==> config.mk <==
export PLATFORM = sky130hd
export DESIGN_NAME = ptme_front
export DESIGN_NICKNAME = d
export VERILOG_FILES = /design/src/rtl/core/ptme_pkg.sv /design/src/rtl/core/ptme_front.sv
export SDC_FILE = /design/constraint.sdc
export NUM_CORES = 1
export LEC_CHECK = 0
export BUFFER_PORTS_ARGS = -buffer_cell sky130_fd_sc_hd__buf_2
export CAP_MARGIN = 5
export CELL_PAD_IN_SITES_DETAIL_PLACEMENT = 1
export CELL_PAD_IN_SITES_GLOBAL_PLACEMENT = 1
export CORE_MARGIN = 1
export CORE_UTILIZATION = 30
export DETAILED_ROUTE_END_ITERATION = 10
export GPL_TIMING_DRIVEN = 0
export PLACE_DENSITY_LB_ADDON = 0.1
export RECOVER_POWER = 100
export SYNTH_ARGS = -nofsm -noshare
export SYNTH_HDL_FRONTEND = slang
export SYNTH_SLANG_ARGS = --single-unit
export TNS_END_PERCENT = 5
==> constraint.sdc <==
create_clock -name clk -period 4.8 [get_ports clk]
set_input_delay 0.48 -clock clk [delete_from_list [all_inputs] [get_ports clk]]
set_output_delay 0.48 -clock clk [all_outputs]
set_load 0.02 [all_outputs]
==> src/rtl/core/ptme_pkg.sv <==
// Package for the two-level page table map engine.
// Holds the command kinds, the command word between front and back, and the
// fixed index and stream widths; no dependencies.
`default_nettype none

package ptme_pkg;

  localparam int DIR_IDX_W     = 10;
  localparam int TAB_IDX_W     = 10;
  localparam int DIR_ENTRIES   = 1024;
  localparam int TABLE_ENTRIES = 1024;
  localparam int ENTRY_W       = 32;
  localparam logic [ENTRY_W-1:0] FRAME_MASK = 32'hFFFF_F000;

  localparam int IN_TDATA_W  = 80;
  localparam int OUT_TDATA_W = 40;

  typedef enum logic [1:0] {
    OP_MAP    = 2'd0,
    OP_UNMAP  = 2'd1,
    OP_LOOKUP = 2'd2,
    OP_NONE   = 2'd3
  } op_kind_t;

  typedef struct packed {
    op_kind_t               kind;
    logic [DIR_IDX_W-1:0]   dir_idx;
    logic [TAB_IDX_W-1:0]   tab_idx;
    logic [ENTRY_W-1:0]     entry;
  } cmd_t;

  // back end to front end
  typedef struct packed {
    logic init_busy;
    logic pop;
  } be_ctrl_t;

endpackage

`default_nettype wire

==> src/rtl/core/ptme_front.sv <==
// Front end: accepts input words, classifies them into commands and holds
// them in a two-entry queue for the back end. Depends on ptme_pkg.
`default_nettype none

module ptme_front (
  input  wire logic                           clk,
  input  wire logic                           rst_n,
  input  wire logic                           in_tvalid,
  output logic                                in_tready,
  input  wire logic [ptme_pkg::IN_TDATA_W-1:0] in_tdata,
  input  wire ptme_pkg::be_ctrl_t             be_ctrl,
  output logic                                q_valid,
  output ptme_pkg::cmd_t                      q_cmd
);

  ptme_pkg::cmd_t slot_r [2];
  logic           wr_ptr_r;
  logic           rd_ptr_r;
  logic [1:0]     count_r;
  logic           push;
  logic           pop;
  ptme_pkg::cmd_t cmd_in;

  logic [1:0]  f_opcode;
  logic [31:0] f_virt;
  logic [31:0] f_phys;
  logic [11:0] f_flags;

  assign f_opcode = in_tdata[1:0];
  assign f_virt   = in_tdata[33:2];
  assign f_phys   = in_tdata[65:34];
  assign f_flags  = in_tdata[77:66];

  always_comb begin
    cmd_in.dir_idx = f_virt[31:22];
    cmd_in.tab_idx = f_virt[21:12];
    unique case (f_opcode)
      ptme_pkg::OP_MAP: begin
        cmd_in.kind  = ptme_pkg::OP_MAP;
        cmd_in.entry = (f_phys & ptme_pkg::FRAME_MASK) | {20'd0, f_flags};
      end
      ptme_pkg::OP_UNMAP: begin
        cmd_in.kind  = ptme_pkg::OP_UNMAP;
        cmd_in.entry = '0;
      end
      ptme_pkg::OP_LOOKUP: begin
        cmd_in.kind  = ptme_pkg::OP_LOOKUP;
        cmd_in.entry = '0;
      end
      default: begin
        cmd_in.kind  = ptme_pkg::OP_NONE;
        cmd_in.entry = '0;
      end
    endcase
  end

  assign in_tready = (count_r != 2'd2) && !be_ctrl.init_busy;
  assign push      = in_tvalid && in_tready;
  assign q_valid   = (count_r != 2'd0);
  assign q_cmd     = slot_r[rd_ptr_r];
  assign pop       = be_ctrl.pop && q_valid;

  always_ff @(posedge clk) begin
    if (push) begin
      slot_r[wr_ptr_r] <= cmd_in;
    end
    if (!rst_n) begin
      wr_ptr_r <= 1'b0;
      rd_ptr_r <= 1'b0;
      count_r  <= 2'd0;
    end else begin
      if (push) wr_ptr_r <= !wr_ptr_r;
      if (pop)  rd_ptr_r <= !rd_ptr_r;
      if (push && !pop) begin
        count_r <= count_r + 2'd1;
      end else if (pop && !push) begin
        count_r <= count_r - 2'd1;
      end
    end
  end

endmodule

`default_nettype wire

==> impl_summary.log <==
[metrics] result of the run: finished clean
[metrics] required time of the critical path: 4320 ps
[metrics] total setup violations reported at the end of the flow: 0
[metrics] hold slack final: 258 ps
[metrics] post-synthesis cell count: 231
[metrics] Yosys cell types: 22
[metrics] boundary pin count: 141
[metrics] Post-Synthesis Cell Area: 4360 sq um
[metrics] Final #Nets: 451
[metrics] classification of the worst setup path: reg2out
[metrics] slew at the pin closest to its max-slew limit: 902 ps
[metrics] static power due to leakage: 1.94 nW
[metrics] cells along the critical path: clkbuf_1 > clkbuf_1 > mux2_2 > clkbuf_1
[metrics] via count of the first global-routing pass: 2,586
[metrics] number of antenna violations at the first check in global routing: 1
[metrics] Synthesis Warnings: 0
[metrics] height of the chip: 123 um
[metrics] TritonCTS clock tree: done
[metrics] share of post-route cells with drive strength above 1: 0.339
[metrics] total number of clock tree sinks: 113
[metrics] first-pass detailed-route iteration total: 4
[metrics] via density per instance: 4.33
[metrics] clock-pin slew on the worst setup and hold paths: 50 ps
[metrics] Row Count: 43
[metrics] total die area: 15,000 sq um
[metrics] multi-input combinational cell area: 960 sq um
[metrics] share of the yosys chip area belonging to registers: 0.767
[metrics] Final Max Slew Viols: 0
[metrics] width of the chip: 123 um
[metrics] Routed Antenna Nets: 0
[metrics] post-synth top area cell: sky130_fd_sc_hd__edfxtp_1
[metrics] worst clock skew: 12.2 ps
[metrics] flip-flop and latch area: 3340 sq um
[metrics] final hold violation count: 0
[metrics] first-pass GRT wire length: 13,400 um
[metrics] setup bufs post-CTS: 0
[metrics] IR drop worst, VDD: 224 uV
[metrics] largest driver fanout on the critical path: 10
[metrics] number of H-tree levels: 4
[metrics] number of buffers inserted for hold repair after clock tree synthesis: 0
[metrics] CP max-delay cell: sky130_fd_sc_hd__clkbuf_1
[metrics] share of the core filled with cells in the final layout: 0.401
[metrics] setup total negative slack: 0 ps
[metrics] largest net degree at the start of global routing: 55
[metrics] most used cells in the layout excluding fill and tap cells: sky130_fd_sc_hd__edfxtp_1, sky130_fd_sc_hd__clkbuf_1, sky130_fd_sc_hd__buf_2
[metrics] total overflow reported by the global router: 0
[metrics] cell at the root of the clock tree: sky130_fd_sc_hd__clkbuf_16
[metrics] arrival time reported for the critical path endpoint: 2360 ps
[metrics] average routed wire per standard cell: 15.5 um
[metrics] Mapped Avg Cell Area: 18.9 sq um
[metrics] number of design-rule violations left by the first detailed-router iteration: 116
[metrics] number of remaining DRC errors: 0
[metrics] Resized cells post-CTS: 0
[metrics] post-synthesis sequential element count: 113
[metrics] Total Routing Usage GR: 0.127
[metrics] crit path capture type: output port
[metrics] final worst-path cycle share: 0.591
[metrics] Pwr per Cell Area: 542 nW/um^2
[metrics] number of buffers created by CTS: 17
[metrics] kind of start point of the critical path: register
[metrics] vias post-DR: 2,423
[metrics] total of buffers placed on input and output ports: 114
[metrics] max cap viols: 0
[metrics] r2r setup slk: 2330 ps
[metrics] area growth from synthesis to layout: 29.0%
[metrics] standard cell core area: 14,000 sq um
[metrics] setup repair after global routing missed its margin: no
[metrics] type of the worst min-delay path: in2reg
[metrics] highest clock frequency the design can meet: 352 MHz
[metrics] number of filler instances in the final layout: 1,461
[metrics] overall power: 0.00305 W
[metrics] commonest non-fill, non-tap cell in the layout: sky130_fd_sc_hd__edfxtp_1
[metrics] delay of the slowest critical-path stage: 570 ps
[metrics] ranking of synthesized cells by area: sky130_fd_sc_hd__edfxtp_1, sky130_fd_sc_hd__mux2_2, sky130_fd_sc_hd__and2_1, sky130_fd_sc_hd__dfxtp_1, sky130_fd_sc_hd__mux2_1
[metrics] Final min period: 2840 ps
[metrics] starting density of the core: 0.310
[metrics] HPWL Detailed: 5540 um
[metrics] syn nets: 317
[metrics] routability cong.: 0.659
[metrics] post-placement setup slack: 2370 ps
[metrics] Slew Limit Headroom: 0.397
[metrics] most used cell, CP: sky130_fd_sc_hd__clkbuf_1
[metrics] Clock Latency Late Sink: 410 ps
[metrics] post-detailed-routing wire length: 8680 um
[metrics] Setup WS post-layout: 1960 ps
[metrics] maximum buffer depth of the clock tree: 2
[metrics] top cell type's share of synthesized area: 0.744
## power by group
group / total [W] / switching [W] / internal [W]
clock network: 0.00115 / 0.000397 / 0.000750
registers: 0.00120 / 0.0000260 / 0.00118
logic: 0.000697 / 0.000433 / 0.000264
## worst max-delay path: cells and delay by family, from the launching register on
kind	cells	cell delay [ps]
buffers and inverters	3	1240
flip-flops	1	300
multiplexers	1	400
## cell type report
class / instances / share of cell area
Clock buffer: 23 / 0.0796
Sequential cell: 113 / 0.594
Clock inverter: 9 / 0.0160
Multi-Input combinational cell: 107 / 0.171
Antenna cell: 1 / 0.000445
Timing Repair Buffer: 115 / 0.0914
Buffer: 11 / 0.00734
Tap cell: 180 / 0.0400
## metal layers
metal / vias to the layer above / part of all wire / global-route usage
li1: 1139 / - / -
met1: 1183 / 0.43 / 0.145
met2: 88 / 0.47 / 0.195
met3: 13 / 0.083 / 0.0609
met4: 0 / 0.022 / 0.0709
met5: - / 0 / 0
## stage by stage
| stage | cells | area, sq um |
|---|---|---|
| global route | 558 | 5620 |
| CTS | 558 | 5720 |
| detailed placement | 526 | 5180 |
| finish | 559 | 5620 |
| global placement | 525 | 5150 |
| floorplan | 231 | 4360 |
## cells by family (layout without fill, tap and decap cells)
logic type / Yosys count / count (layout) / synth area share
adders and majority gates: 1 / 1 / 0.00287
buffers and inverters: 11 / 158 / 0.0141
DFF: 113 / 113 / 0.767
and+or+nand+nor: 45 / 45 / 0.0643
xor gates and xnor gates: 3 / 3 / 0.00603
muxes: 55 / 55 / 0.142
other: 0 / 1 / 0
AOI/OAI and AO/OA: 3 / 3 / 0.00402
## cells in the mapped netlist
cell type,count
sky130_fd_sc_hd__a21boi_1,1
sky130_fd_sc_hd__and2_1,36
sky130_fd_sc_hd__buf_2,1
sky130_fd_sc_hd__buf_4,5
sky130_fd_sc_hd__clkbuf_1,5
sky130_fd_sc_hd__dfxtp_1,5
sky130_fd_sc_hd__edfxtp_1,108
sky130_fd_sc_hd__ha_1,1
sky130_fd_sc_hd__mux2_1,5
sky130_fd_sc_hd__mux2_2,49
sky130_fd_sc_hd__mux2i_1,1
sky130_fd_sc_hd__nand2_1,1
sky130_fd_sc_hd__nand2b_1,1
sky130_fd_sc_hd__nor2_1,2
sky130_fd_sc_hd__nor2b_1,2
sky130_fd_sc_hd__nor3b_2,1
sky130_fd_sc_hd__o21ai_0,1
sky130_fd_sc_hd__o21ai_1,1
sky130_fd_sc_hd__or2_2,1
sky130_fd_sc_hd__or3_1,1
sky130_fd_sc_hd__xnor2_1,2
sky130_fd_sc_hd__xor2_1,1
## flip-flops by register name, indices dropped and copies added, names as in the netlist, named ones only
register,cells
count_r,2
slot_r,108
wr_ptr_r,1
rd_ptr_r,1
## worst paths after layout
| check | startpoint | end | depth (start not counted) |
|---|---|---|---|
| worst max register to register | count_r[0] | slot_r[0][48] | 4 |
| worst max-delay path | register | q_cmd[28] | 4 |
| worst min register to register | wr_ptr_r | wr_ptr_r | 2 |
| worst min-delay path | in_tdata[14] | slot_r[0][32] | 1 |
No activity file was read; power rests on OpenSTA's default activity.
